**src/rtl/usbcep_pkg.sv**
```systemverilog
// Shared types, codes and descriptor ROM for the USB control endpoint engine.
package usbcep_pkg;

  localparam int RomBytes = 123;

  typedef enum logic [2:0] {
    ACT_SETUP   = 3'd0,
    ACT_IN_DONE = 3'd1,
    ACT_OUT_DONE = 3'd2,
    ACT_BUS_RESET = 3'd3,
    ACT_SUSPEND = 3'd4
  } action_t;

  localparam logic [1:0] HS_NAK   = 2'd0;
  localparam logic [1:0] HS_ACK   = 2'd1;
  localparam logic [1:0] HS_STALL = 2'd2;
  localparam logic [1:0] HS_KEEP  = 2'd3;

  localparam logic [1:0] BULK_NONE = 2'd0;
  localparam logic [1:0] BULK_IN   = 2'd1;
  localparam logic [1:0] BULK_OUT  = 2'd2;

  localparam logic [7:0] REQ_GET_STATUS    = 8'd0;
  localparam logic [7:0] REQ_CLEAR_FEATURE = 8'd1;
  localparam logic [7:0] REQ_SET_ADDRESS   = 8'd5;
  localparam logic [7:0] REQ_GET_DESC      = 8'd6;
  localparam logic [7:0] REQ_GET_CONFIG    = 8'd8;
  localparam logic [7:0] REQ_SET_CONFIG    = 8'd9;
  localparam logic [7:0] REQ_GET_IFACE     = 8'd10;
  localparam logic [7:0] REQ_SET_IFACE     = 8'd11;
  localparam logic [7:0] REQ_SET_LINE      = 8'h20;
  localparam logic [7:0] REQ_GET_LINE      = 8'h21;

  localparam logic [0:0] CFG_VENDOR  = 1'b0;
  localparam logic [0:0] CFG_PRODUCT = 1'b1;

  typedef enum logic [1:0] {
    ST_IDLE,
    ST_EMIT
  } state_t;

  function automatic logic [7:0] rom_byte(input logic [6:0] a);
    logic [7:0] r;
    begin
      unique case (a)
        7'd0: r = 8'h12; 7'd1: r = 8'h01; 7'd2: r = 8'h10; 7'd3: r = 8'h01;
        7'd4: r = 8'h02; 7'd5: r = 8'h00; 7'd6: r = 8'h00; 7'd7: r = 8'h40;
        7'd8: r = 8'h86; 7'd9: r = 8'h1A; 7'd10: r = 8'h0C; 7'd11: r = 8'hFE;
        7'd12: r = 8'h00; 7'd13: r = 8'h01; 7'd14: r = 8'h01; 7'd15: r = 8'h02;
        7'd16: r = 8'h00; 7'd17: r = 8'h01;
        7'd18: r = 8'h09; 7'd19: r = 8'h02; 7'd20: r = 8'h43; 7'd21: r = 8'h00;
        7'd22: r = 8'h02; 7'd23: r = 8'h01; 7'd24: r = 8'h00; 7'd25: r = 8'h80;
        7'd26: r = 8'h32;
        7'd27: r = 8'h09; 7'd28: r = 8'h04; 7'd29: r = 8'h00; 7'd30: r = 8'h00;
        7'd31: r = 8'h01; 7'd32: r = 8'h02; 7'd33: r = 8'h02; 7'd34: r = 8'h01;
        7'd35: r = 8'h00;
        7'd36: r = 8'h05; 7'd37: r = 8'h24; 7'd38: r = 8'h00; 7'd39: r = 8'h10;
        7'd40: r = 8'h01;
        7'd41: r = 8'h05; 7'd42: r = 8'h24; 7'd43: r = 8'h01; 7'd44: r = 8'h00;
        7'd45: r = 8'h01;
        7'd46: r = 8'h04; 7'd47: r = 8'h24; 7'd48: r = 8'h02; 7'd49: r = 8'h02;
        7'd50: r = 8'h05; 7'd51: r = 8'h24; 7'd52: r = 8'h06; 7'd53: r = 8'h00;
        7'd54: r = 8'h01;
        7'd55: r = 8'h07; 7'd56: r = 8'h05; 7'd57: r = 8'h81; 7'd58: r = 8'h03;
        7'd59: r = 8'h40; 7'd60: r = 8'h00; 7'd61: r = 8'h01;
        7'd62: r = 8'h09; 7'd63: r = 8'h04; 7'd64: r = 8'h01; 7'd65: r = 8'h00;
        7'd66: r = 8'h02; 7'd67: r = 8'h0A; 7'd68: r = 8'h00; 7'd69: r = 8'h00;
        7'd70: r = 8'h00;
        7'd71: r = 8'h07; 7'd72: r = 8'h05; 7'd73: r = 8'h02; 7'd74: r = 8'h02;
        7'd75: r = 8'h40; 7'd76: r = 8'h00; 7'd77: r = 8'h00;
        7'd78: r = 8'h07; 7'd79: r = 8'h05; 7'd80: r = 8'h83; 7'd81: r = 8'h02;
        7'd82: r = 8'h40; 7'd83: r = 8'h00; 7'd84: r = 8'h00;
        7'd85: r = 8'h04; 7'd86: r = 8'h03; 7'd87: r = 8'h09; 7'd88: r = 8'h04;
        7'd89: r = 8'h0E; 7'd90: r = 8'h03; 7'd91: r = 8'h77; 7'd92: r = 8'h00;
        7'd93: r = 8'h63; 7'd94: r = 8'h00; 7'd95: r = 8'h68; 7'd96: r = 8'h00;
        7'd97: r = 8'h2E; 7'd98: r = 8'h00; 7'd99: r = 8'h63; 7'd100: r = 8'h00;
        7'd101: r = 8'h6E; 7'd102: r = 8'h00;
        7'd103: r = 8'h14; 7'd104: r = 8'h03; 7'd105: r = 8'h48; 7'd106: r = 8'h00;
        7'd107: r = 8'h75; 7'd108: r = 8'h00; 7'd109: r = 8'h72; 7'd110: r = 8'h00;
        7'd111: r = 8'h72; 7'd112: r = 8'h00; 7'd113: r = 8'h61; 7'd114: r = 8'h00;
        7'd115: r = 8'h20; 7'd116: r = 8'h00; 7'd117: r = 8'h43; 7'd118: r = 8'h00;
        7'd119: r = 8'h44; 7'd120: r = 8'h00; 7'd121: r = 8'h43; 7'd122: r = 8'h00;
        default: r = 8'h00;
      endcase
      return r;
    end
  endfunction

endpackage

```
**src/rtl/usb_control_endpoint_engine.sv**
```systemverilog
// Endpoint-0 control engine: standard and CDC requests, descriptor walk.
//
// Input channel: one event per beat (setup, IN done, OUT done, bus reset,
// suspend change) with valid/stall. Output channel: result beats with
// valid/stall; an event with a payload gives one beat per byte, else one
// beat with byte_valid low; last marks the final beat of the event.
// Configuration: cfg_valid/cfg_ready write vendor_id (index 0) or
// product_id (index 1); patched into device descriptor bytes 8 to 11.
// Timing: the event is decoded in the cycle it is accepted and its results are
// registered; its beats then leave one a cycle while the output is not stalled.
// The byte path reads one descriptor ROM byte or line-coding byte per cycle while
// beats are taken, through a shared byte counter.
// The input is stalled while beats of the event are pending.
// Reset (rst, synchronous) returns the state machine to idle, line coding to
// 115200 8N1, address and configuration to zero. A stalled output beat
// holds; the byte counter advances only when a beat is taken.
module usb_control_endpoint_engine
  import usbcep_pkg::*;
#(
  parameter int EP0_PACKET_BYTES = 64
) (
  input  logic        clk,
  input  logic        rst,
  input  logic        in_valid,
  output logic        in_stall,
  input  logic [2:0]  action,
  input  logic [7:0]  request_type,
  input  logic [7:0]  request_code,
  input  logic [15:0] request_value,
  input  logic [15:0] request_index,
  input  logic [15:0] request_length,
  input  logic        toggle_ok,
  input  logic [6:0]  out_count,
  input  logic [55:0] out_bytes,
  input  logic        suspended,
  output logic        out_valid,
  input  logic        out_stall,
  output logic [1:0]  tx_handshake,
  output logic [1:0]  rx_handshake,
  output logic        tx_toggle,
  output logic        rx_toggle,
  output logic [6:0]  tx_length,
  output logic [7:0]  data_byte,
  output logic        byte_valid,
  output logic        last,
  output logic [6:0]  device_address,
  output logic        configured,
  output logic [1:0]  bulk_reset,
  output logic        sleeping,
  input  logic        cfg_valid,
  output logic        cfg_ready,
  input  logic [0:0]  cfg_index,
  input  logic [15:0] cfg_data
);

  localparam logic [6:0] PktBytes = 7'(EP0_PACKET_BYTES);
  localparam logic [7:0] RomEnd = 8'(RomBytes);

  state_t state, state_next;

  logic [15:0] vendor_id, product_id;
  logic [7:0]  saved_type, saved_code;
  logic [15:0] remaining_bytes;
  logic [6:0]  rom_pointer, pending_address, bus_address;
  logic [7:0]  config_value;
  logic        is_configured, sleep_flag, in_toggle, rx_tog;
  logic [55:0] line_coding;

  // byte walk: source select, start address and count
  logic        src_rom, src_line, src_cfg;
  logic [7:0]  walk_addr;
  logic [6:0]  walk_count, walk_idx;

  // decode results of the current event
  logic [1:0]  txh, rxh, bulk;
  logic [6:0]  txlen;

  // next values computed at accept
  logic [1:0]  n_txh, n_rxh, n_bulk;
  logic [6:0]  n_len, n_rom_pointer, n_pending, n_bus;
  logic [15:0] n_rem;
  logic [7:0]  n_type, n_code, n_cfgval, n_base, n_walk;
  logic        n_conf, n_sleep, n_intog, n_rxtog, n_src_rom, n_src_line, n_src_cfg;
  logic [55:0] n_line;

  logic [7:0]  cur_byte;
  logic        accept, beat;

  assign accept    = in_valid && !in_stall;
  assign beat      = out_valid && !out_stall;
  assign in_stall  = (state != ST_IDLE);
  assign cfg_ready = 1'b1;

  function automatic logic [6:0] pkt_len(input logic [15:0] r);
    return (r > 16'(PktBytes)) ? PktBytes : r[6:0];
  endfunction

  // read one ROM byte with packet size and ids patched in
  function automatic logic [7:0] rom_read(input logic [7:0] a, input logic [15:0] vid,
                                          input logic [15:0] pid);
    logic [7:0] r;
    begin
      if (a >= RomEnd) r = 8'h00;
      else if (a == 8'd7) r = 8'(EP0_PACKET_BYTES);
      else if (a == 8'd8) r = vid[7:0];
      else if (a == 8'd9) r = vid[15:8];
      else if (a == 8'd10) r = pid[7:0];
      else if (a == 8'd11) r = pid[15:8];
      else r = rom_byte(a[6:0]);
      return r;
    end
  endfunction

  // event decode
  always_comb begin
    logic        err;
    logic [15:0] dl;
    logic [6:0]  l;
    logic [8:0]  p;
    n_txh = HS_KEEP; n_rxh = HS_KEEP; n_bulk = BULK_NONE; n_len = '0;
    n_type = saved_type; n_code = saved_code; n_rem = remaining_bytes;
    n_rom_pointer = rom_pointer; n_pending = pending_address; n_bus = bus_address;
    n_cfgval = config_value; n_conf = is_configured; n_sleep = sleep_flag;
    n_intog = in_toggle; n_rxtog = rx_tog; n_line = line_coding;
    n_src_rom = 1'b0; n_src_line = 1'b0; n_src_cfg = 1'b0; n_walk = '0; n_base = '0;
    err = 1'b0; dl = '0; l = '0; p = '0;
    unique case (action)
      ACT_SETUP: begin
        n_type = request_type; n_code = request_code; n_rem = request_length;
        n_intog = 1'b1; n_rxtog = 1'b1;
        if (request_type[6:5] != 2'b00) begin
          if (request_type[6:5] == 2'b01) begin
            if (request_code == REQ_GET_LINE) begin
              n_src_line = 1'b1;
              if (n_rem > 16'd7) n_rem = 16'd7;
            end
          end else begin
            err = 1'b1;
          end
        end else begin
          case (request_code)
            REQ_GET_DESC: begin
              case (request_value[15:8])
                8'd1: begin n_base = 8'd0; dl = 16'h0012; end
                8'd2: begin n_base = 8'd18; dl = 16'h0043; end
                8'd3: begin
                  case (request_value[7:0])
                    8'd0: begin n_base = 8'd85; dl = 16'd4; end
                    8'd1: begin n_base = 8'd89; dl = 16'd14; end
                    8'd2: begin n_base = 8'd103; dl = 16'd20; end
                    default: err = 1'b1;
                  endcase
                end
                default: err = 1'b1;
              endcase
              if (!err) begin
                if (n_rem > dl) n_rem = dl;
                n_src_rom = 1'b1;
                l = pkt_len(n_rem);
                p = 9'(n_base) + 9'(l);
                n_rom_pointer = (p > 9'(RomBytes)) ? 7'(RomBytes) : p[6:0];
              end
            end
            REQ_SET_ADDRESS: n_pending = request_value[6:0];
            REQ_GET_CONFIG: begin
              n_src_cfg = 1'b1;
              if (n_rem > 16'd1) n_rem = 16'd1;
            end
            REQ_SET_CONFIG: begin
              n_cfgval = request_value[7:0];
              n_conf = (request_value[7:0] != 8'd0);
            end
            REQ_GET_IFACE: if (n_rem > 16'd1) n_rem = 16'd1;
            REQ_SET_IFACE: ;
            REQ_CLEAR_FEATURE: begin
              if (request_type[4:0] == 5'd2) begin
                if (request_value[7:0] == 8'd0) begin
                  if (request_index[7] && request_index[3:0] == 4'd3) n_bulk = BULK_IN;
                  else if (!request_index[7] && request_index[3:0] == 4'd2)
                    n_bulk = BULK_OUT;
                  else err = 1'b1;
                end else err = 1'b1;
              end else if (request_type[4:0] != 5'd0) err = 1'b1;
            end
            REQ_GET_STATUS: if (n_rem > 16'd2) n_rem = 16'd2;
            default: err = 1'b1;
          endcase
        end
        if (err) begin
          n_txh = HS_STALL; n_rxh = HS_STALL; n_rom_pointer = rom_pointer;
          n_bulk = BULK_NONE; n_src_rom = 1'b0; n_src_line = 1'b0;
          n_src_cfg = 1'b0;
        end else if (request_type[7]) begin
          l = pkt_len(n_rem);
          n_rem = n_rem - 16'(l);
          n_len = l; n_txh = HS_ACK; n_rxh = HS_NAK;
        end else if (n_rem == 16'd0) begin
          n_txh = HS_ACK; n_rxh = HS_NAK;
        end else begin
          n_txh = HS_NAK; n_rxh = HS_ACK;
        end
        n_walk = n_base;
      end
      ACT_IN_DONE: begin
        if (remaining_bytes == 16'd0) begin
          n_rxh = HS_ACK; n_rxtog = 1'b1;
        end
        if (saved_type[6:5] == 2'b00) begin
          if (saved_code == REQ_GET_DESC) begin
            l = pkt_len(remaining_bytes);
            n_src_rom = 1'b1; n_walk = {1'b0, rom_pointer};
            n_rem = remaining_bytes - 16'(l);
            p = 9'(rom_pointer) + 9'(l);
            n_rom_pointer = (p > 9'(RomBytes)) ? 7'(RomBytes) : p[6:0];
            n_len = l; n_intog = !in_toggle;
          end else if (saved_code == REQ_SET_ADDRESS) begin
            n_bus = pending_address;
          end
        end
      end
      ACT_OUT_DONE: begin
        if (toggle_ok && saved_type[6:5] == 2'b01 && saved_code == REQ_SET_LINE) begin
          for (int i = 0; i < 7; i++)
            if (7'(i) < out_count) n_line[8*i +: 8] = out_bytes[8*i +: 8];
        end
        n_txh = HS_ACK; n_intog = 1'b1;
      end
      ACT_BUS_RESET: begin
        n_cfgval = '0; n_pending = '0; n_sleep = 1'b0; n_conf = 1'b0; n_bus = '0;
        n_txh = HS_NAK; n_intog = 1'b0; n_rxh = HS_ACK; n_rxtog = 1'b0;
      end
      ACT_SUSPEND: n_sleep = suspended;
      default: ;
    endcase
  end

  // state register
  always_ff @(posedge clk) begin
    if (rst) state <= ST_IDLE;
    else state <= state_next;
  end

  always_comb begin
    state_next = state;
    out_valid = 1'b0;
    unique case (state)
      ST_IDLE: if (accept) state_next = ST_EMIT;
      ST_EMIT: begin
        out_valid = 1'b1;
        if (beat && last) state_next = ST_IDLE;
      end
      default: state_next = ST_IDLE;
    endcase
  end

  // hold decoded event, advance byte counter per beat
  always_ff @(posedge clk) begin
    if (rst) begin
      vendor_id <= 16'h1A86; product_id <= 16'hFE0C;
      saved_type <= '0; saved_code <= '0; remaining_bytes <= '0;
      rom_pointer <= '0; pending_address <= '0; bus_address <= '0;
      config_value <= '0; is_configured <= 1'b0; sleep_flag <= 1'b0;
      in_toggle <= 1'b0; rx_tog <= 1'b0;
      line_coding <= 56'h0800000001C200;
      walk_idx <= '0;
    end else begin
      if (cfg_valid) begin
        if (cfg_index == CFG_VENDOR) vendor_id <= cfg_data;
        else product_id <= cfg_data;
      end
      if (accept) begin
        saved_type <= n_type; saved_code <= n_code; remaining_bytes <= n_rem;
        rom_pointer <= n_rom_pointer; pending_address <= n_pending;
        bus_address <= n_bus; config_value <= n_cfgval; is_configured <= n_conf;
        sleep_flag <= n_sleep; in_toggle <= n_intog; rx_tog <= n_rxtog;
        line_coding <= n_line;
        walk_idx <= '0;
      end else if (beat) begin
        walk_idx <= walk_idx + 7'd1;
      end
    end
  end

  always_ff @(posedge clk) begin
    if (accept) begin
      txh <= n_txh; rxh <= n_rxh; bulk <= n_bulk; txlen <= n_len;
      src_rom <= n_src_rom; src_line <= n_src_line; src_cfg <= n_src_cfg;
      walk_addr <= n_walk; walk_count <= n_len;
    end
  end

  // select the byte of the current beat
  always_comb begin
    logic [8:0] a;
    a = 9'(walk_addr) + 9'(walk_idx);
    cur_byte = 8'h00;
    if (src_rom) begin
      cur_byte = (a >= 9'(RomBytes)) ? 8'h00 :
                 rom_read(a[7:0], vendor_id, product_id);
    end else if (src_line) begin
      if (walk_idx < 7'd7) cur_byte = line_coding[8*walk_idx[2:0] +: 8];
    end else if (src_cfg) begin
      if (walk_idx == 7'd0) cur_byte = config_value;
    end
  end

  assign tx_handshake   = txh;
  assign rx_handshake   = rxh;
  assign tx_toggle      = in_toggle;
  assign rx_toggle      = rx_tog;
  assign tx_length      = txlen;
  assign byte_valid     = (walk_count != 7'd0);
  assign data_byte      = byte_valid ? cur_byte : 8'h00;
  assign last           = (walk_count == 7'd0) || (walk_idx + 7'd1 == walk_count);
  assign device_address = bus_address;
  assign configured     = is_configured;
  assign bulk_reset     = bulk;
  assign sleeping       = sleep_flag;

endmodule

```
**config.mk**
```make
export PLATFORM = sky130hd
export DESIGN_NAME = usb_control_endpoint_engine
export DESIGN_NICKNAME = d
export VERILOG_FILES = /design/src/rtl/usbcep_pkg.sv /design/src/rtl/usb_control_endpoint_engine.sv
export SDC_FILE = /design/constraint.sdc
export NUM_CORES = 1
export LEC_CHECK = 0
export CAP_MARGIN = 20
export CORE_MARGIN = 2
export CORE_UTILIZATION = 54
export DETAILED_ROUTE_END_ITERATION = 12
export DONT_BUFFER_PORTS = 1
export HOLD_SLACK_MARGIN = 0.08
export PLACE_DENSITY = 0.69
export SYNTH_ARGS = -nofsm -noshare
export SYNTH_HDL_FRONTEND = slang
export SYNTH_SLANG_ARGS = --single-unit
```
**constraint.sdc**
```tcl
create_clock -name clk -period 18.2 [get_ports clk]
set_input_delay 3.64 -clock clk [delete_from_list [all_inputs] [get_ports clk]]
set_output_delay 3.64 -clock clk [all_outputs]
set_load 0.01 [all_outputs]
```
# == Yosys cells after proc, flatten, opt, wreduce, memory -nomap -nowiden ==
# Memories as Yosys holds them, arrays and structs flattened.
# Index checks and enable logic that the tools add are counted.
# word_totals
output_inout_bits,37
latchBits,0
mem_count,1
mem_bits_ro,1024
mem_bits_rw,0
input_bits,154
regBits,185
# mem_list
name,depth,width,read_ports,rd_ports_with_merged_regs,wr,line_no,text
(no name shown),128,8,1,0,0,usbcep_pkg.sv:45,unique case (a)
# op_classes
div,0
shifts,1
mul,0
n_mux,121
n_eq_ne,45
n_lt_le_gt_ge,19
reduce_logical,61
bitwise_logic,7
addsub,6
# op_table
op,count
16-bit 2-to-1 mux,20
8-bit 2-to-1 mux,20
7-bit 2-to-1 mux,22
7-bit case mux with 2 select lines,5
8-bit by 4-bit equality test with 1-bit output (second input constant),8
56-bit by 7-bit indexed part select with 8-bit output,1
16-bit by 7-bit > comparator with 1-bit output (second input constant),3
16-bit case mux with 3 select lines,1
4-bit AND reduction,11
7-bit case mux with 3 select lines,2
8-bit by 3-bit equality test with 1-bit output (second input constant),5
16-bit logical NOT,2
16-bit case mux with 2 select lines,1
8-bit case mux with 2 select lines,2
16-bit by 7-bit subtractor with 16-bit output,2
1-bit 2-to-1 mux,31
8-bit by 1-bit equality test with 1-bit output (second input constant),3
8-bit by 2-bit equality test with 1-bit output (second input constant),3
3-bit by 7-bit less-than comparator with 1-bit output (first input constant),3
2-bit inequality test (second input constant),10
8-bit by 7-bit adder with 9-bit output,2
8-bit by 6-bit equality test with 1-bit output (second input constant),2
16-bit by 1-bit > comparator with 1-bit output (second input constant),1
16-bit > comparator,1
other kinds (47),99

# == Depth between registers and ports, before layout ==
# Gate-level depths: netlist of run 1.
# logic_depth
word_depth,22
depth_mapped,25

# == Worst setup path before layout of run 1 ==
# No wires, ideal clock.
# synth_timing
path_type,input to register
from,input request_value[6]
to,register rom_pointer[0]
stages,24
arrival_ns,8.477
path_slack_ns,9.591
t_required_ns,18.068
setup_ns,0.132
path_cell_list,nor4_2 > nand2_1 > or3_1 > a21oi_2 > inv_1 > ha_1 > and3b_1 > o311a_1 > o21ai_2 > nand2_1 > inv_1 > nand2_1 > o21ai_0 > nor2_1 > ha_1 > a21o_1 > a21oi_1 > o21bai_1 > a21oi_1 > o21bai_1 > a211o_1 > or2_2 > o221ai_1 > a21oi_1
# synth_via
elab_chain_len,22
elab_cells_between_ends,43
# synth_lines
element,line_no,text
start: declaration,usb_control_endpoint_engine.sv:29,"input logic [15:0] request_value,"
"8-bit by 2-bit equality test with 1-bit output, or another cell as far along",usb_control_endpoint_engine.sv:147,case (request_value[7:0])
5-bit case mux with 3 select lines,usb_control_endpoint_engine.sv:147,
7-bit case mux with 3 select lines,usb_control_endpoint_engine.sv:143,case (request_value[15:8])
16-bit 2-to-1 mux,usb_control_endpoint_engine.sv:141,case (request_code)
16-bit 2-to-1 mux,usb_control_endpoint_engine.sv:131,if (request_type[6:5] != 2'b00) begin
16-bit 2-to-1 mux,usb_control_endpoint_engine.sv:127,unique case (action)
16-bit > comparator,usb_control_endpoint_engine.sv:157,if (n_rem > dl) n_rem = dl;
16-bit 2-to-1 mux,usb_control_endpoint_engine.sv:157,
[6 not listed],--,
8-bit by 7-bit adder with 9-bit output,usb_control_endpoint_engine.sv:160,p = 9'(n_base) + 9'(l);
9-bit by 7-bit > comparator with 1-bit output,usb_control_endpoint_engine.sv:161,n_rom_pointer = (p > 9'(RomBytes)) ? 7'(RomBytes) : p[6:0];
7-bit 2-to-1 mux,usb_control_endpoint_engine.sv:161,
7-bit 2-to-1 mux,usb_control_endpoint_engine.sv:156,if (!err) begin
7-bit 2-to-1 mux,usb_control_endpoint_engine.sv:141,
7-bit 2-to-1 mux,usb_control_endpoint_engine.sv:131,
7-bit 2-to-1 mux,usb_control_endpoint_engine.sv:189,if (err) begin
7-bit case mux with 2 select lines,usb_control_endpoint_engine.sv:127,
end signal: assignment,usb_control_endpoint_engine.sv:273,rom_pointer <= n_rom_pointer; pending_address <= n_pending;
end: declaration,usb_control_endpoint_engine.sv:64,"logic [6:0] rom_pointer, pending_address, bus_address;"
# Parallel ways exist; a longest one is shown, timed or not. The select of a mux whose other input is x is not followed.
# A chain may end at the register's enable or synchronous reset.

# == Worst setup path after layout of run 1 ==
# layout_timing
from,input request_value[6]
to,register rom_pointer[1]
# The elaborated chain is that of the path after synthesis.

==> results, run 1 <==
- Once detail routing completed, the nets flagged for antenna violations numbered 0.
- After Yosys synthesis, full adders, half adders and majority gates account for 4.41% of the synthesized area.
- The shortest period the worst path allows is 9.19 ns.
- The fraction of synthesis flops using an asynchronous set or reset pin is 0%.
- The total overflow reported by the global router is 0.
- The post-synthesis mux area share is 5.47%.
- At the pin with the least slew margin, the transition time is 1.12 ns.
- After synthesis, the largest family of logic cells by area is simple AND/OR/NAND/NOR gates.
- During placement, the flow inserted port buffers numbering 0.
- The maximum clock rate is 109 MHz.
- The number of setup violations in the final report is 0.
- A synthesized cell averages 7.69 µm².
- The full die area is 23700 µm².
- The routability-driven placement congestion ratio is 0.963.
- The headroom to the max-slew limit is 24.6%.
- Counting flops and latches in the post-synthesis netlist gives 178.
- The met2 usage is 48.0%.
- The number of hold-slack violations in the final timing report came to 0.
- The global-route wire length before repair is 59.3 mm.
- Including well taps, the total number of placed cells is 1775.
- In the routed layout, each cell is associated on average with a via count of 6.48.
- The clock tree synthesis step divided the H-tree into 4 levels.
- The clock power share is 43.0%.
- The proportion of layout cells with a drive suffix above 1 is 6.47%.
- The number of top-level design ports is 191.
- The worst setup path is captured at a register.
- The worst supply voltage drop on vdd is 0.0520 mV.
- The post-route non-filler standard cell count is 1810.
- In this run the cell area of the synthesized design comes to 12200 µm².
- The static leakage is 4.56 nW.
- Adding up every negative setup slack in the final design gives 0 ns.
- Of the available clock period, the critical path in the final layout requires 50.5%.
- The number of distinct library cells after synthesis is 102.
- The total power is 0.000912 W.
- From left edge to right edge, the die measures 154 µm.
- The flow ran to the end, and the final reports show no timing, DRC or antenna violations.
- The number of detailed-route iterations in the first pass is 5.
- The initial utilization of the core area, before any placement, comes to 55.3%.
- The multi-input combinational cells in the finished layout cover a total of 7830 µm².
- Clock tree synthesis inserted a total of 17 buffers.
- The area overhead of the layout relative to synthesis is 5.88%.
- After filler insertion, the fill cell instance count of the layout stands at 2036.
- Synthesis handed over a netlist of 1580 instances.
- The number of design-rule violations left by the first detailed-router iteration is 940.
- At the worst endpoint, the arrival time is 9.51 ns.
- Between clock sinks in the finished design, the worst skew comes to 0.0202 ns.
- The global-route met1 utilization is 42.4%.
- CTS placed an instance of clkbuf_16 at the clock tree root.
- The simple-gate share of the synthesized area is 27.3%.
- The detailed router placed 11722 vias in this run.
- The number of global-route vias before repair came to 11121.
- The insertion delay to the later sink of the worst-skew pair is 0.45 ns.
- The area of the placeable core is 22000 µm².
- Net switching is 30.2% of the power.
- Hold is met by 0.454 ns.
- The number of remaining DRC errors is 0.
- The instance area after placement is 12200 µm².
- The met3 global-route usage is 6.96%.
- Max-cap violations in this run came to 0.
- After floorplanning, the core was divided into 54 placement rows.
- The initial antenna violation count was 0.
- Counting flops with a built-in enable in the synthesized netlist gives 23.
- The post-synthesis xor/xnor area fraction is 3.17%.
- For this run, the number of Yosys warnings is 0.
- Gates resized during post-CTS repair numbered 0.
- TritonCTS built the clock tree.
- Of the total power, combinational logic draws 11.6%.
- Post-CTS timing repair inserted 0 buffers for setup.
- The maximum number of pins on one net before global-route repair is 150.
- The worst-path maximum fanout is 8.
- No sink is reached through more buffers than the 2 on the longest clock path.
- The wire length per cell is 20.4 µm.
- The class of the most critical hold timing path is reg2reg.
- The post-synthesis compound-gate area fraction is 23.9%.
- The combined flip-flop and latch cell area is 3790 µm².
- The worst setup path is launched from a primary input.
- 0 antenna diodes ended up in the layout.
- At the worst endpoint, the required time is 18.53 ns.
- Dividing total power by cell area gives a power density of 70.9 nW/µm².
- After detailed routing, the total wire length is 37.0 mm.
- Internal power comes to 0.000636 W.
- The cell area after layout is 12900 µm².
- The part of the Yosys area used for sequential elements is 31.2%.
- The net count of the finished layout is 1712.
- The setup path with the least slack is of type in2reg.
- The number of hold-repair buffers added at the cts stage is 0.
- The combined global-route utilization of all metal layers is 31.1%.
- The floorplan step set the die height to 154 µm.
- The HPWL after detailed placement is 27.4 mm.
- The layer flagged by global routing as most heavily used is met2.
- The number of max-slew violations in the final report is 0.
- Per report_power, the sequential group accounts for 45.4% of the total.
- Setup repair after global routing left no endpoint under its margin.
- In this run the power spent charging and discharging nets is 0.000275 W.
- The clock-pin slew of the registers on the worst-case setup and hold paths is 0.08 ns.
- The most common flop cell mapped by yosys is dfxtp_1.
- The clock sink total is 178.
[layer usage]
| layer | up-vias | wire length, µm |
|---|---|---|
| met2 | 532 | 16500 |
| met3 | 92 | 3340 |
| met1 | 5501 | 15900 |
| li1 | 5597 | - |
| met5 | - | 0 |
| met4 | 0 | 1300 |
[power by group through the flow]
| stage | clock [W] | combinational [W] | sequential [W] |
|---|---|---|---|
| floorplan | 0 | 0.0000857 | 0.000420 |
| global placement | 0 | 0.000101 | 0.000423 |
| detailed placement | 0 | 0.000103 | 0.000423 |
| CTS | 0.000396 | 0.000103 | 0.000414 |
| global route | 0.000411 | 0.000116 | 0.000415 |
| finish | 0.000392 | 0.000106 | 0.000414 |
[sequential cells by signal (all words and copies together) (netlist names), 2 cells and up]
register         cells
bulk_reset           2
vendor_id           16
config_value         8
device_address       7
rx_handshake         2
remaining_bytes     16
pending_address      7
saved_type           2
walk_addr            7
tx_length            7
line_coding         56
walk_idx             7
tx_handshake         2
saved_code           8
product_id          16
rom_pointer          7
[stage by stage]
stage	util, %	setup slack (ns)
floorplan	-	9.59
finish	58.6	9.01
detailed placement	55.6	8.69
CTS	58.5	9.14
global placement	55.6	8.84
global route	58.6	8.64
[path summary, 6_finish.rpt]
path / start / endpoint / slack, ns / depth (start not counted)
worst max-delay path: request_value[6] / rom_pointer[1] / 9.01 / 24
worst min-delay path: saved_code[7] / saved_code[7] / 0.45 / 2
worst max register to register: remaining_bytes[1] / rom_pointer[1] / 13.90 / 15
worst min register to register: saved_code[7] / saved_code[7] / 0.45 / 2
[cells by family after synthesis]
group	Yosys count
adders and majority gates	41
and+or+nand+nor	686
AOI/OAI and AO/OA	439
other	2
muxes	55
xor gates and xnor gates	44
buffers and inverters	135
DFF	178
[cell usage in the layout, fill, tap and decap left out, types with 9 or more instances in the layout]
cell       Yosys  final
a211o_1        9      9
or3_1         15     15
o211ai_1      24     24
dfxtp_1      155    155
nand3_1       49     49
o22ai_1        9      9
inv_1         38     38
a21oi_1      155    155
nand2b_1      15     15
xnor2_1       32     32
or4_1         11     11
o21ai_0       73     73
mux2i_1       45     45
mux4_2         9      9
edfxtp_1      23     23
a31oi_1       13     13
a22o_1        10     10
clkbuf_16      0     17
and2_1        28     28
nor4_1        15     15
o221ai_1      11     11
and3_1        14     14
a21o_1         9      9
ha_1          38     38
xor2_1        12     11
nor2_1       134    134
a211oi_1      22     21
nor2b_1       12     12
nand4_1        9      9
buf_4          3     12
nand2_1      288    288
nor3_1        34     34
nand3b_1      24     24
[final cells by class]
cell class	count	share of cell area, %
clock buffers	17	3.31
multi-input cells	1268	60.9
clock inverters	15	1.71
inverters	39	1.14
flip-flops and latches	178	29.5
well taps	280	2.72
repair buffers	13	0.739
[worst max-delay path, cell delays in order]
cell and delay, ns:
nor4_2 0.59, nand2_1 0.27, or3_1 0.43, a21oi_2 0.27, inv_1 0.16, ha_1 0.33, and3b_1 0.21, o311a_1 0.36
o21ai_2 0.18, nand2_1 0.18, inv_1 0.21, nand2_1 0.09, o21ai_0 0.34, nor2_1 0.16, ha_1 0.30, a21o_1 0.16
a21oi_1 0.22, o21bai_1 0.09, a21oi_1 0.25, o21bai_1 0.10, a211o_1 0.37, or2_2 0.33, o221ai_1 0.18, a21oi_1 0.09
[synthesized netlist by cell type (6+ instances only)]
cell type  count  area share [%]
nand2_1      288             8.9
a21oi_1      155             6.4
dfxtp_1      155              26
nor2_1       134             4.1
clkbuf_1      76             2.3
o21ai_0       73             3.0
nand3_1       49             2.0
mux2i_1       45             3.7
ha_1          38             3.9
inv_1         38             1.2
nor3_1        34             1.4
xnor2_1       32             2.3
and2_1        28             1.4
nand3b_1      24             1.5
o211ai_1      24             1.5
edfxtp_1      23             5.7
a211oi_1      22             1.4
nand2b_1      15            0.77
nor4_1        15            0.77
or3_1         15            0.77
and3_1        14            0.72
a31oi_1       13            0.67
nor2b_1       12            0.62
xor2_1        12            0.86
o221ai_1      11            0.79
or4_1         11            0.68
a22o_1        10            0.72
buf_1         10            0.31
a211o_1        9            0.65
a21o_1         9            0.56
mux4_2         9             1.7
nand4_1        9            0.46
o22ai_1        9            0.46
o21a_1         8            0.49
o21bai_1       8            0.49
or2_2          8            0.41
a32oi_1        6            0.43
o21ai_1        6            0.25
No activity file was read; power rests on OpenSTA's default activity.
==> run 2, diff against run 1 <==
Settings changed: ABC_AREA from default to 1.
Clock period 18.2 ns to 8.6 ns, I/O delays scaled along.
==> results, run 2 <==
- The number of max-slew violations in the final report is 0.
- Sequential elements use 31.5% of the synthesized area.
- The proportion of layout cells with a drive suffix above 1 is 7.30%.
- In this run, post-CTS repair resized a total of 0 instances.
- The kind of critical path is reg2out.
- The root buffer cell is clkbuf_16.
- The register with the most flip-flops is line_coding.
- The count of input and output buffers is 0.
- The number of top-level design ports is 191.
- The largest single stage delay on the critical path is 0.69 ns.
- The total wirelength of the detailed-routed design is 36.0 mm.
- The TritonCTS clock tree is built.
- The number of distinct library cells after synthesis is 63.
- The total area inside the core boundary comes to 21800 µm².
- The fraction of synthesis flops using an asynchronous set or reset pin is 0%.
- The most numerous cell type found on the critical path is nand2_1.
- Net switching is 31.8% of the power.
- Power comes to 0.00198 W.
- The smallest clock period supported by the final layout is computed as 7.00 ns.
- Among all flip-flop cells after synthesis, the most frequent one is dfxtp_1.
- The number of setup violations in the final report is 0.
- The clock tree synthesis step divided the H-tree into 4 levels.
- The share of the synthesized area in the top cell type is 25.8%.
- Once the clock tree was built, the setup fixing pass inserted 0 buffers.
- After the last flow step, the layout net total stands at 2005.
- The analysis attributes to cell leakage a power of 5.79 nW.
- Clock tree synthesis inserted a total of 17 buffers.
- The global-route wire length before repair is 58.1 mm.
- The maximum number of pins on one net before global-route repair is 65.
- The number of global-route vias before repair is 11228.
- The worst setup path endpoint is data_byte[1].
- Across all layers, the routed design uses 12190 vias.
- In the final routed layout, each cell accounts on average for 17.1 µm.
- STA puts the critical path data arrival time at 5.28 ns.
- The total power per unit cell area is 155 nW/µm².
- The maximum clock rate is 143 MHz.
- The clock-pin slew of the registers on the worst-case setup and hold paths is 0.08 ns.
- The worst register-to-register path has a setup slack of 5.12 ns.
- The count of nets left with antenna violations once routing finished came out at 0.
- The first detailed-routing pass took 6 iterations.
- The number of cells on the worst reg-to-reg path is 20.
- Combinational logic is responsible for 16.6% of the overall power.
- Headroom to the max-slew limit came out at 27.5%.
- The full die area is 23500 µm².
- The warning count from the yosys run is 0.
- The starting density of the core is 55.1%.
- The initial antenna violation count is 0.
- The kind of start point of the critical path is a register.
- For this run, design rule violations remaining after detail routing come to 0.
- The first routing iteration left 1076 violations.
- Setup repair after global routing left no endpoint under its margin.
- The number of antenna diodes in the final layout is 0.
- Clock skew on the completed layout was measured at 0.0152 ns.
- The number of standard cells after synthesis is 1847.
- Dividing the detail-routed via count by the number of cells gives 5.80.
- Global routing consumed, over all layers together, 30.3% of the routing resources.
- The cell family with the largest share of critical-path delay is simple AND/OR/NAND/NOR gates.
- By area the synthesized netlist is led by dfxtp_1 26%, nand2_1 11%, nor2_1 9.0%, o21ai_0 7.9%, nand3_1 6.4%.
- The worst supply voltage drop on vdd is 0.144 mV.
- STA puts the critical path data required time at 6.88 ns.
- The most repeated cell in the gate-level netlist after synthesis is nand2_1.
- The setup total negative slack is 0 ns.
- The congestion estimate from routability-driven global placement came to 0.961.
- Of the available clock period, the critical path in the final layout requires 81.3%.
- The clock reaches the later pin of the worst-skew pair after 0.44 ns.
- The slowest stage of the critical path is the clkinv_1 cell.
- The launching instance or port of the critical path is walk_idx[1].
- Registers are responsible for 44.6% of the overall power.
- At the pin with the least slew margin, the transition time is 1.09 ns.
- Traced cell by cell, the critical path runs through clkinv_1 > fa_1 > inv_1 > a21oi_1 > o21ai_1 > xor2_2 > nand2_1 > nor3_2 > nand2_1 > inv_1 > nand2_1 > nand2_1 > inv_1 > nand2_1 > nand2_1 > nand2_1 > nand2_1 > a21oi_1.
- The chip width is 153 µm.
- Counting along the longest clock path gives a buffer depth of 2.
- The type of destination of the critical path is a primary output.
- For this run the aggregate overflow at the end of global routing stands at 0.
- From synthesis to final layout, the design area changed by 6.03%.
- After synthesis the netlist holds a flip-flop and latch count of 178.
- The post-synthesis cell type with the largest combined area is dfxtp_1.
- The library cells used most frequently in the layout, excluding fill and tap cells, are 342 x nand2_1, 288 x nor2_1, 194 x inv_1.
- The clock power share is 38.8%.
- The register with the most flip-flops in the layout has 56 of them.
- The startpoint identified for the worst register-to-register timing path is remaining_bytes[2].
- For this design, the CTS-stage hold fixing added 0 buffers.
- The tool flagged a number of max-cap violations equal to 0.
- The total number of cells along the worst setup path is 18.
- The die is 153 µm tall.
- The clock sink total is 178.
- Detailed placement finished with a half-perimeter wire length of 27.9 mm.
- The number of buffers and inverters on the critical path is 4.
- The endpoint identified for the worst register-to-register timing path is rom_pointer[2].
- Leaving out fill and tap cells, the most frequent cell in the layout is nand2_1.
- In the synthesized netlist, the cells that appear most often are 342 x nand2_1, 288 x nor2_1, 195 x inv_1.
- In this run the core area contains 54 standard-cell rows.
- The internal power is 0.00135 W.
- The class of the most critical hold timing path is reg2reg.
- The number of enable flip-flop cells after synthesis is 23.
- The run finished with clean final reports.
- The number of hold-slack violations in the final timing report was 0.
- For this design the total switching power over the nets is 0.000631 W.
- The worst-path maximum fanout is 19.
- Each instance of the synthesized netlist takes up on average 6.51 µm².
- The cell area that synthesis handed to floorplanning was 12000 µm².
run 2: cell types whose count changed after synthesis, moves of 50 or more:
cell	change
nand2_1	+54
o21ai_0	+117
a21oi_1	-50
nor2_1	+154
nand3_1	+106
inv_1	+157
run 2: layout make-up:
cell class                      instances  area [µm²]
Timing Repair Buffer                    6        45.0
Tap cell                              280         350
Clock inverter                         14         158
Inverter                              223         837
Multi-Input combinational cell       1384        7150
Fill cell                            2189        9070
Sequential cell                       178        3790
Clock buffer                           17         425
run 2: power groups by stage:
stage	logic, W	registers, W	clock network (W)
floorplan	0.000256	0.000894	0
global placement	0.000322	0.000903	0
detailed placement	0.000323	0.000903	0
CTS	0.000325	0.000884	0.000777
global route	0.000373	0.000887	0.000811
finish	0.000329	0.000885	0.000769
run 2: routing by layer:
metal	global-route usage (%)	wire, µm	vias to the layer above
met4	10.4	1050	0
met2	50.9	17000	461
met3	6.66	2530	68
met5	0	0	-
li1	-	-	6096
met1	38.7	15400	5565
run 2: through the flow:
stage | utilization, % | instances | area, µm² | hold WS [ns] | worst slack (ns)
floorplan | - | 1848 | 12000 | 0.424 | 2.53
global placement | 55.8 | 2071 | 12200 | 0.437 | 1.72
detailed placement | 55.8 | 2071 | 12200 | 0.446 | 1.60
CTS | 58.4 | 2102 | 12800 | 0.462 | 1.65
global route | 58.4 | 2102 | 12800 | 0.481 | 1.15
finish | 58.4 | 2102 | 12800 | 0.463 | 1.60
run 2: how the worst min path moves through the flow:
stage | to | cells past startpoint | from | slack [ns]
finish | vendor_id[12] | 2 | vendor_id[12] | 0.46
global route | config_value[5] | 2 | config_value[5] | 0.48
CTS | config_value[5] | 2 | config_value[5] | 0.46
detailed placement | vendor_id[12] | 2 | vendor_id[12] | 0.45
global placement | vendor_id[9] | 2 | vendor_id[9] | 0.44
floorplan | vendor_id[9] | 2 | vendor_id[9] | 0.42
run 2: cell families after synthesis:
logic type	count (synthesis)	share of synthesized area, %
AOI/OAI and AO/OA	424	20.5
xor gates and xnor gates	22	1.60
adders and majority gates	41	4.45
buffers and inverters	286	9.15
DFF	178	31.5
other	2	0.0624
and+or+nand+nor	894	32.7
run 2: worst reg2reg max path, delay by kind of cell (launching register included):
family                   cells  cell delay (ns)
AO/OA/AOI/OAI                4             0.96
buffers and inverters        3             0.26
flip-flops                   1             0.35
AND/OR/NAND/NOR             10             0.93
adder cells (fa/ha/maj)      2             0.65
XOR/XNOR                     1             0.23
